**src/sv/paob_pkg.sv**
```systemverilog
package paob_pkg;

	localparam int COORD_BITS       = 16;
	localparam int TERM_W           = COORD_BITS + 1;
	localparam int PROD_W           = 2 * TERM_W;
	localparam int AREA_W           = 45;
	localparam int COUNT_W          = 11;
	localparam int MAX_VERTICES_DEF = 1024;
	localparam int MIN_AREA_COUNT   = 3;
	localparam int QUEUE_DEPTH      = 2;
	localparam int QPTR_W           = $clog2(QUEUE_DEPTH);
	localparam int QCNT_W           = $clog2(QUEUE_DEPTH + 1);

	typedef logic signed [COORD_BITS-1:0] coord_t;
	typedef logic signed [TERM_W-1:0]     term_t;

	// one classified vertex request, handed from front to back
	typedef struct packed {
		term_t                ys_step;
		term_t                xd_step;
		term_t                ys_close;
		term_t                xd_close;
		logic                 last;
		logic                 few;
		coord_t               x_min;
		coord_t               x_max;
		coord_t               y_min;
		coord_t               y_max;
		logic [COUNT_W-1:0]   count;
		logic                 ovf;
	} job_t;

endpackage

```
**src/sv/paob_front.sv**
```systemverilog
module paob_front import paob_pkg::*; #(
	parameter int MAX_VERTICES = MAX_VERTICES_DEF
) (
	input  logic   clk,
	input  logic   arst_n,
	input  coord_t vertex_x,
	input  coord_t vertex_y,
	input  logic   last_vertex,
	input  logic   vertex_valid,
	output logic   vertex_ready,
	input  logic   q_full,
	output logic   q_push,
	output job_t   q_job
);

	localparam int CNT_W = $clog2(MAX_VERTICES + 1);

	coord_t           first_x_q, first_y_q, prev_x_q, prev_y_q;
	coord_t           x_min_q, x_max_q, y_min_q, y_max_q;
	logic [CNT_W-1:0] count_q;
	logic             ovf_q;

	logic             first;
	coord_t           fx, fy;
	coord_t           x_min_n, x_max_n, y_min_n, y_max_n;
	logic [CNT_W-1:0] count_n;
	logic             ovf_n;

	assign vertex_ready = !q_full;
	assign q_push       = vertex_valid && vertex_ready;

	always_comb begin
		first   = (count_q == '0);
		fx      = first ? vertex_x : first_x_q;
		fy      = first ? vertex_y : first_y_q;
		x_min_n = (first || vertex_x < x_min_q) ? vertex_x : x_min_q;
		x_max_n = (first || vertex_x > x_max_q) ? vertex_x : x_max_q;
		y_min_n = (first || vertex_y < y_min_q) ? vertex_y : y_min_q;
		y_max_n = (first || vertex_y > y_max_q) ? vertex_y : y_max_q;
		if (count_q < CNT_W'(MAX_VERTICES)) begin
			count_n = count_q + CNT_W'(1);
			ovf_n   = ovf_q;
		end else begin
			count_n = count_q;
			ovf_n   = 1'b1;
		end

		q_job.ys_step  = first ? '0 : TERM_W'(vertex_y) + TERM_W'(prev_y_q);
		q_job.xd_step  = first ? '0 : TERM_W'(vertex_x) - TERM_W'(prev_x_q);
		q_job.ys_close = last_vertex ? TERM_W'(fy) + TERM_W'(vertex_y) : '0;
		q_job.xd_close = last_vertex ? TERM_W'(fx) - TERM_W'(vertex_x) : '0;
		q_job.last     = last_vertex;
		q_job.few      = (count_n < CNT_W'(MIN_AREA_COUNT));
		q_job.x_min    = x_min_n;
		q_job.x_max    = x_max_n;
		q_job.y_min    = y_min_n;
		q_job.y_max    = y_max_n;
		q_job.count    = COUNT_W'(count_n);
		q_job.ovf      = ovf_n;
	end

	always_ff @(posedge clk or negedge arst_n) begin
		if (!arst_n) begin
			first_x_q <= '0;
			first_y_q <= '0;
			prev_x_q  <= '0;
			prev_y_q  <= '0;
			x_min_q   <= '0;
			x_max_q   <= '0;
			y_min_q   <= '0;
			y_max_q   <= '0;
			count_q   <= '0;
			ovf_q     <= 1'b0;
		end else if (q_push) begin
			if (last_vertex) begin
				first_x_q <= '0;
				first_y_q <= '0;
				prev_x_q  <= '0;
				prev_y_q  <= '0;
				x_min_q   <= '0;
				x_max_q   <= '0;
				y_min_q   <= '0;
				y_max_q   <= '0;
				count_q   <= '0;
				ovf_q     <= 1'b0;
			end else begin
				first_x_q <= fx;
				first_y_q <= fy;
				prev_x_q  <= vertex_x;
				prev_y_q  <= vertex_y;
				x_min_q   <= x_min_n;
				x_max_q   <= x_max_n;
				y_min_q   <= y_min_n;
				y_max_q   <= y_max_n;
				count_q   <= count_n;
				ovf_q     <= ovf_n;
			end
		end
	end

endmodule

```
**src/sv/paob_queue.sv**
```systemverilog
module paob_queue import paob_pkg::*; (
	input  logic clk,
	input  logic arst_n,
	input  logic push,
	input  job_t push_job,
	output logic full,
	input  logic pop,
	output logic head_valid,
	output job_t head_job
);

	job_t              slot_q [QUEUE_DEPTH];
	logic [QPTR_W-1:0] wr_ptr_q, rd_ptr_q;
	logic [QCNT_W-1:0] cnt_q;
	logic              do_pop;

	assign full       = (cnt_q == QCNT_W'(QUEUE_DEPTH));
	assign head_valid = (cnt_q != '0);
	assign head_job   = slot_q[rd_ptr_q];
	assign do_pop     = pop && head_valid;

	always_ff @(posedge clk) begin
		if (push) begin
			slot_q[wr_ptr_q] <= push_job;
		end
	end

	always_ff @(posedge clk or negedge arst_n) begin
		if (!arst_n) begin
			wr_ptr_q <= '0;
			rd_ptr_q <= '0;
			cnt_q    <= '0;
		end else begin
			if (push) begin
				wr_ptr_q <= (wr_ptr_q == QPTR_W'(QUEUE_DEPTH - 1)) ? '0 : wr_ptr_q + QPTR_W'(1);
			end
			if (do_pop) begin
				rd_ptr_q <= (rd_ptr_q == QPTR_W'(QUEUE_DEPTH - 1)) ? '0 : rd_ptr_q + QPTR_W'(1);
			end
			cnt_q <= cnt_q + QCNT_W'(push) - QCNT_W'(do_pop);
		end
	end

endmodule

```
**src/sv/paob_back.sv**
```systemverilog
module paob_back import paob_pkg::*; (
	input  logic                      clk,
	input  logic                      arst_n,
	input  logic                      q_valid,
	input  job_t                      q_job,
	output logic                      q_pop,
	output logic signed [AREA_W-1:0]  twice_area,
	output logic                      clockwise,
	output coord_t                    box_x_min,
	output coord_t                    box_x_max,
	output coord_t                    box_y_min,
	output coord_t                    box_y_max,
	output logic [COUNT_W-1:0]        vertex_count,
	output logic                      overflow,
	output logic                      result_valid,
	input  logic                      result_ready
);

	logic                      valid_s1;
	job_t                      job_s1;
	logic signed [PROD_W-1:0]  p_step_s1, p_close_s1;
	logic signed [AREA_W-1:0]  acc_q, acc_n, twice_n;
	logic                      adv;
	logic                      out_load;

	// s1 holds a last request only while the result register is full and not being read
	assign adv      = !valid_s1 || !job_s1.last || !result_valid || result_ready;
	assign q_pop    = adv;
	assign out_load = valid_s1 && job_s1.last && adv;
	assign acc_n    = acc_q + AREA_W'(p_step_s1) + AREA_W'(p_close_s1);
	assign twice_n  = job_s1.few ? '0 : -acc_n;

	always_ff @(posedge clk) begin
		if (adv && q_valid) begin
			job_s1     <= q_job;
			p_step_s1  <= q_job.ys_step * q_job.xd_step;
			p_close_s1 <= q_job.ys_close * q_job.xd_close;
		end
		if (out_load) begin
			twice_area   <= twice_n;
			clockwise    <= twice_n[AREA_W-1];
			box_x_min    <= job_s1.x_min;
			box_x_max    <= job_s1.x_max;
			box_y_min    <= job_s1.y_min;
			box_y_max    <= job_s1.y_max;
			vertex_count <= job_s1.count;
			overflow     <= job_s1.ovf;
		end
	end

	always_ff @(posedge clk or negedge arst_n) begin
		if (!arst_n) begin
			valid_s1     <= 1'b0;
			acc_q        <= '0;
			result_valid <= 1'b0;
		end else begin
			if (adv) begin
				valid_s1 <= q_valid;
			end
			if (valid_s1 && adv) begin
				acc_q <= job_s1.last ? '0 : acc_n;
			end
			if (out_load) begin
				result_valid <= 1'b1;
			end else if (result_ready) begin
				result_valid <= 1'b0;
			end
		end
	end

endmodule

```
**src/sv/polygon_area_orientation_bbox_unit.sv**
```systemverilog
// Path: a request marked last goes through the queue, s1 and the result register.
// Throughput: one vertex per cycle unless the queue is full; the shoelace products
// are registered once and folded into a 45-bit accumulator in the next stage.
// A 2-entry queue separates the vertex front end from the multiply back end.
// Reset (arst_n low, asynchronous): polygon state, queue and result valid clear.
module polygon_area_orientation_bbox_unit import paob_pkg::*; #(
	parameter int MAX_VERTICES = MAX_VERTICES_DEF
) (
	input  logic                      clk,
	input  logic                      arst_n,
	input  coord_t                    vertex_x,
	input  coord_t                    vertex_y,
	input  logic                      last_vertex,
	input  logic                      vertex_valid,
	output logic                      vertex_ready,
	output logic signed [AREA_W-1:0]  twice_area,
	output logic                      clockwise,
	output coord_t                    box_x_min,
	output coord_t                    box_x_max,
	output coord_t                    box_y_min,
	output coord_t                    box_y_max,
	output logic [COUNT_W-1:0]        vertex_count,
	output logic                      overflow,
	output logic                      result_valid,
	input  logic                      result_ready
);

	logic q_full, q_push, q_valid, q_pop;
	job_t push_job, head_job;

	paob_front #(
		.MAX_VERTICES(MAX_VERTICES)
	) u_front (
		.clk         (clk),
		.arst_n      (arst_n),
		.vertex_x    (vertex_x),
		.vertex_y    (vertex_y),
		.last_vertex (last_vertex),
		.vertex_valid(vertex_valid),
		.vertex_ready(vertex_ready),
		.q_full      (q_full),
		.q_push      (q_push),
		.q_job       (push_job)
	);

	paob_queue u_queue (
		.clk       (clk),
		.arst_n    (arst_n),
		.push      (q_push),
		.push_job  (push_job),
		.full      (q_full),
		.pop       (q_pop),
		.head_valid(q_valid),
		.head_job  (head_job)
	);

	paob_back u_back (
		.clk         (clk),
		.arst_n      (arst_n),
		.q_valid     (q_valid),
		.q_job       (head_job),
		.q_pop       (q_pop),
		.twice_area  (twice_area),
		.clockwise   (clockwise),
		.box_x_min   (box_x_min),
		.box_x_max   (box_x_max),
		.box_y_min   (box_y_min),
		.box_y_max   (box_y_max),
		.vertex_count(vertex_count),
		.overflow    (overflow),
		.result_valid(result_valid),
		.result_ready(result_ready)
	);

endmodule

```
**config.mk**
```make
export PLATFORM = sky130hd
export DESIGN_NAME = polygon_area_orientation_bbox_unit
export DESIGN_NICKNAME = d
export VERILOG_FILES = /design/src/sv/paob_pkg.sv /design/src/sv/paob_front.sv /design/src/sv/paob_queue.sv /design/src/sv/paob_back.sv /design/src/sv/polygon_area_orientation_bbox_unit.sv
export SDC_FILE = /design/constraint.sdc
export NUM_CORES = 2
export LEC_CHECK = 0
export ABC_AREA = 1
export BUFFER_PORTS_ARGS = -buffer_cell sky130_fd_sc_hd__clkbuf_2
export CAP_MARGIN = 20
export CORE_MARGIN = 2
export CORE_UTILIZATION = 52
export DETAILED_ROUTE_END_ITERATION = 10
export PLACE_DENSITY_LB_ADDON = 0.25
export SLEW_MARGIN = 20
export SYNTH_ARGS = -nofsm -noshare
export SYNTH_HDL_FRONTEND = slang
export SYNTH_HIERARCHICAL = 1
export SYNTH_SLANG_ARGS = --single-unit
export TNS_END_PERCENT = 20
```
**constraint.sdc**
```tcl
create_clock -name clk -period 10.21 [get_ports clk]
set_input_delay 2.042 -clock clk [delete_from_list [all_inputs] [get_ports clk]]
set_output_delay 2.042 -clock clk [all_outputs]
set_load 0.1 [all_outputs]
```
# Word-level counts from Yosys, hierarchy flattened
# Memories as Yosys holds them, arrays and structs flattened.
# Index checks and enable logic that the tools add are counted.
# totals
regBits,458
mem_bits_rw,292
n_memories,1
# memory_table
name,words,width,rd,rd_ports_with_merged_regs,wr,line_no,rtl
u_queue.slot_q,2,146,1,0,1,paob_queue.sv:12,job_t slot_q [QUEUE_DEPTH];
# classes
n_addsub,12
n_mul,2
n_lt_le_gt_ge,6
eq_ne,1
n_mux,29
reduce_logical,19
# ops
cell,n
$mux W16,14
$add A45 B34 Y45,2
$mul A17 B17 Y34,2
$mux W17,4
$mux W45,1
$neg A45 Y45,1
$add A16 B16 Y17,2
$sub A16 B16 Y17,2
$gt A16 B16 Y1,2
$lt A16 B16 Y1,2
$mux W11,2
$add A11 B1 Y11 const B,1
$logic_not A11 Y1,1
$lt A11 B11 Y1 const B,1
$lt A11 B2 Y1 const B,1
$mux W1,8
$logic_or A1 B1 Y1,7
$logic_and A1 B1 Y1,5
$logic_not A1 Y1,4
$reduce_bool A2 Y1,2
$add A1 B1 Y1 const B,2
$add A2 B1 Y2,1
$eq A2 B2 Y1 const B,1
$sub A2 B1 Y2,1

# Longest topological paths before layout
# depth
depth_word,6
depth_mapped,34
mapped_depth_nobuf,30

# By module
# The synthesis kept the hierarchy.
# by_module_without_submodules
module,n_inst,cells_per_inst,area_each_um2,seq_area_each_um2
paob_back,1,4429,38388.1,9193.8
paob_front,1,1766,12335.6,3503.4
paob_queue,1,792,10806.6,8868.5

# Worst setup path before layout
# No wires, ideal clock.
# synth_path
path_kind,input to register
startpoint,input port vertex_valid
endpoint,"memory u_queue/slot_q[0][0] (netlist name), enable pin"
setup_time_ns,0.653
t_arrival_ns,8.872
required_time_ns,9.557
slack_ns,0.685
path_stages,5
path_buffers,1
cell_sequence,nand2_1 > clkinv_1 > buf_1 > inv_1 > nor2_1
# synth_between
elab_chain_len,3
# synth_lines
element,line_no,rtl
"start, declared",polygon_area_orientation_bbox_unit.sv:14,"input logic vertex_valid,"
$logic_and A1 B1 Y1,paob_front.sv:30,assign q_push = vertex_valid && vertex_ready;
via q_push,polygon_area_orientation_bbox_unit.sv:28,"logic q_full, q_push, q_valid, q_pop;"
$mux W1,paob_queue.sv:23,if (push) begin
$mux W1 (implied by the code),paob_queue.sv:24,slot_q[wr_ptr_q] <= push_job;
"end, declared",paob_queue.sv:12,
# The timed path passes the listed nets, and every way through them passes these cells.

==> metrics <==
antenna viol nets, final=0; f_max=121 MHz; CP Cell Sequence=buf_4, nand2_1, nand2_1, nand2_1, fa_1, inv_1, fa_1, fa_1, inv_1, fa_1, inv_1, fa_1, inv_1, fa_1, inv_1, ha_1, nand2_1, nor4_1, nand2_1, o21ai_0, a31oi_1, xnor2_1; GP Congestion=0.970; fill count=10.3k; Setup CP Type=flip-flop to flip-flop; Core Util, Final=56.2%; Syn Area/Cell=8.81 um2; Core Region=118000 um2; Die Area=121000 um2; Die H=348 um; cts bufs inserted=81; Post-synth top cells=1955 x nand2_1, 1406 x inv_1, 641 x fa_1, 559 x edfxtp_1, 357 x nor2_1; Yosys top cell by area=edfxtp_1; synthesized instance count=6987; Seq cells post-synth=750; Placed Area=63500 um2; Final HPWL DP=118000 um; Vias/cell=5.25; Max-Cap Viols=0; min Tclk post-route=8.25 ns; crit path max fanout=88; port bufs=160; Worst Setup Start Kind=flip-flop; EDFF count, synth=559; Final period util=80.8%; Crit path required time=10.58 ns; Yosys top cell area share=27.3%; setup TNS=0 ns; cell area after layout=66200 um2; most used cell, CP=fa_1; width of the die=348 um; area of the multi-input gates=33600 um2; Finish-stage setup viols=0; Slew @ Worst Pin=1.09 ns; number of remaining DRC errors=0; critical path capture point type=flip-flop; CP max stage delay=0.89 ns; Max-slew headroom=27.2%; Post-Syn Nets=8011; Final Net Count=8038; most common cell in the synthesized netlist=nand2_1; wire per inst=17.8 um; later-pin clock latency in the skew report=0.68 ns; sequential element share of the synthesized area=35.0%; number of setup buffers added after CTS=0; Sink Count=750; Fin. Hold Viols=0; Netlist cell types=58; Iteration-0 DRC Markers=3505; layout cell share with drive strength beyond 1=6.83%; slowest CP cell=dfrtp_4; largest net degree at the start of global routing=92; Hold Buf Count CTS=0; Area Growth Syn to Fin=7.58%; status=complete, no violations; asr flop ratio synth=25.5%; pre-CTS setup slack=1.98 ns; antenna violations before repair=2; First-pass DRT Iterations=6; first-pass GRT wire length=247000 um; Max Buffers Root-to-Sink=3; Via Count=45.3k; Worst Hold Class=flip-flop to flip-flop; grt total ovfl=0; CTS tree=done; top_reg_cell synth=edfxtp_1; Rows=126; Initial Utilization=52.2%; I/O Pins=161; Tot GR Track Use=25.7%; final setup skew=0.0623 ns; fin worst setup slack=1.96 ns; RSZ-0062 raised after global routing=no; top post-synthesis cells by area=edfxtp_1 27%, fa_1 21%, nand2_1 12%; Final Slew Violations=0; final wirelength=153000 um; Yosys Warn Count=6; Worst Path Arrival=8.62 ns; vias in the first global route=45.8k; synthesized cell area=61500 um2; clock-pin slew on the worst setup and hold paths=0.06 ns; register area=21600 um2; CTS Root Cell=clkbuf_16; post-CTS resize count=0; H-tree levels=3
[critical path: cells and delay by family (launching register included)]
family / cells / cell delay (ns)
AOI/OAI and AO/OA: 2 / 0.49
xor gates and xnor gates: 1 / 0.14
adders and majority gates: 7 / 3.87
buffers and inverters: 6 / 1.14
DFF: 1 / 0.89
and+or+nand+nor: 6 / 1.33
[layout by cell type (no fill, tap or decap), types with 52 or more instances in the layout]
| cell | Yosys | routed |
|---|---|---|
| a21oi_1 | 248 | 248 |
| and2_1 | 65 | 65 |
| clkbuf_16 | 0 | 81 |
| clkbuf_2 | 0 | 159 |
| dfrtp_1 | 191 | 190 |
| edfxtp_1 | 559 | 559 |
| fa_1 | 641 | 641 |
| ha_1 | 346 | 346 |
| inv_1 | 1406 | 1405 |
| nand2_1 | 1955 | 1954 |
| nand3_1 | 241 | 241 |
| nand4_1 | 70 | 70 |
| nor2_1 | 357 | 351 |
| o21ai_0 | 212 | 212 |
| xor2_1 | 52 | 52 |
[area by class of cell]
class | count | area share, %
Multi-Input combinational cell | 4566 | 50.7
Sequential cell | 750 | 32.6
Inverter | 1426 | 8.10
Clock buffer | 100 | 3.25
Tap cell | 1536 | 2.90
Timing Repair Buffer | 189 | 1.55
Clock inverter | 52 | 0.890
Antenna cell | 1 | 0.00378
[state kept, by name, indices dropped and copies added (netlist names), 34 cells and up]
signal and cells:
u_back/acc_q 45, u_back/job_s1 78, u_back/p_close_s1 34, u_back/p_step_s1 34
u_back/twice_area 45, u_queue/slot_q 292
[worst paths after layout]
| kind | from | to | slack, ns | cells after the start |
|---|---|---|---|---|
| hold / removal | u_back/job_s1[30]$_DFFE_PP_ | u_back/box_y_min[2]$_DFFE_PP_ | 0.42 | 0 |
| max in group asynchronous | arst_n | u_front/y_max_q[4]$_DFFE_PN0P_ | 7.39 | 2 |
| min in group asynchronous | arst_n | u_front/x_min_q[6]$_DFFE_PN0P_ | 1.35 | 1 |
| setup reg to reg | u_queue/rd_ptr_q$_DFFE_PN0P_ | u_back/p_close_s1[33]$_DFFE_PP_ | 1.96 | 22 |
| hold reg to reg | u_back/job_s1[30]$_DFFE_PP_ | u_back/box_y_min[2]$_DFFE_PP_ | 0.42 | 0 |
| setup / recovery | u_queue/rd_ptr_q$_DFFE_PN0P_ | u_back/p_close_s1[33]$_DFFE_PP_ | 1.96 | 22 |
[metal layers]
| layer | share of wire (%) | vias to the layer above | track usage [%] |
|---|---|---|---|
| met2 | 47 | 1285 | 42.6 |
| li1 | - | 21700 | - |
| met1 | 44 | 22100 | 35.3 |
| met3 | 5.4 | 244 | 3.67 |
| met4 | 3.0 | 2 | 7.91 |
| met5 | 0.010 | - | 0 |
[metrics by stage]
step / instances / hold slack, ns
final: 8620 / 0.416
after global routing: 8620 / 0.421
after CTS: 8619 / 0.417
after detailed placement: 8467 / 0.405
after global placement: 8467 / 0.402
after floorplan: 6987 / 0.400
[cell families after synthesis]
group	Yosys count	synth area share, %
fa+ha+maj	987	27.9
simple gates	2846	19.3
flops	750	35.0
buf+inv	1671	10.5
xor+xnor	94	1.36
compound gates	639	5.93
Power is left out: the tool's default activity adds up to more than one toggle a clock period on the data nets, which glitch-free logic cannot reach.
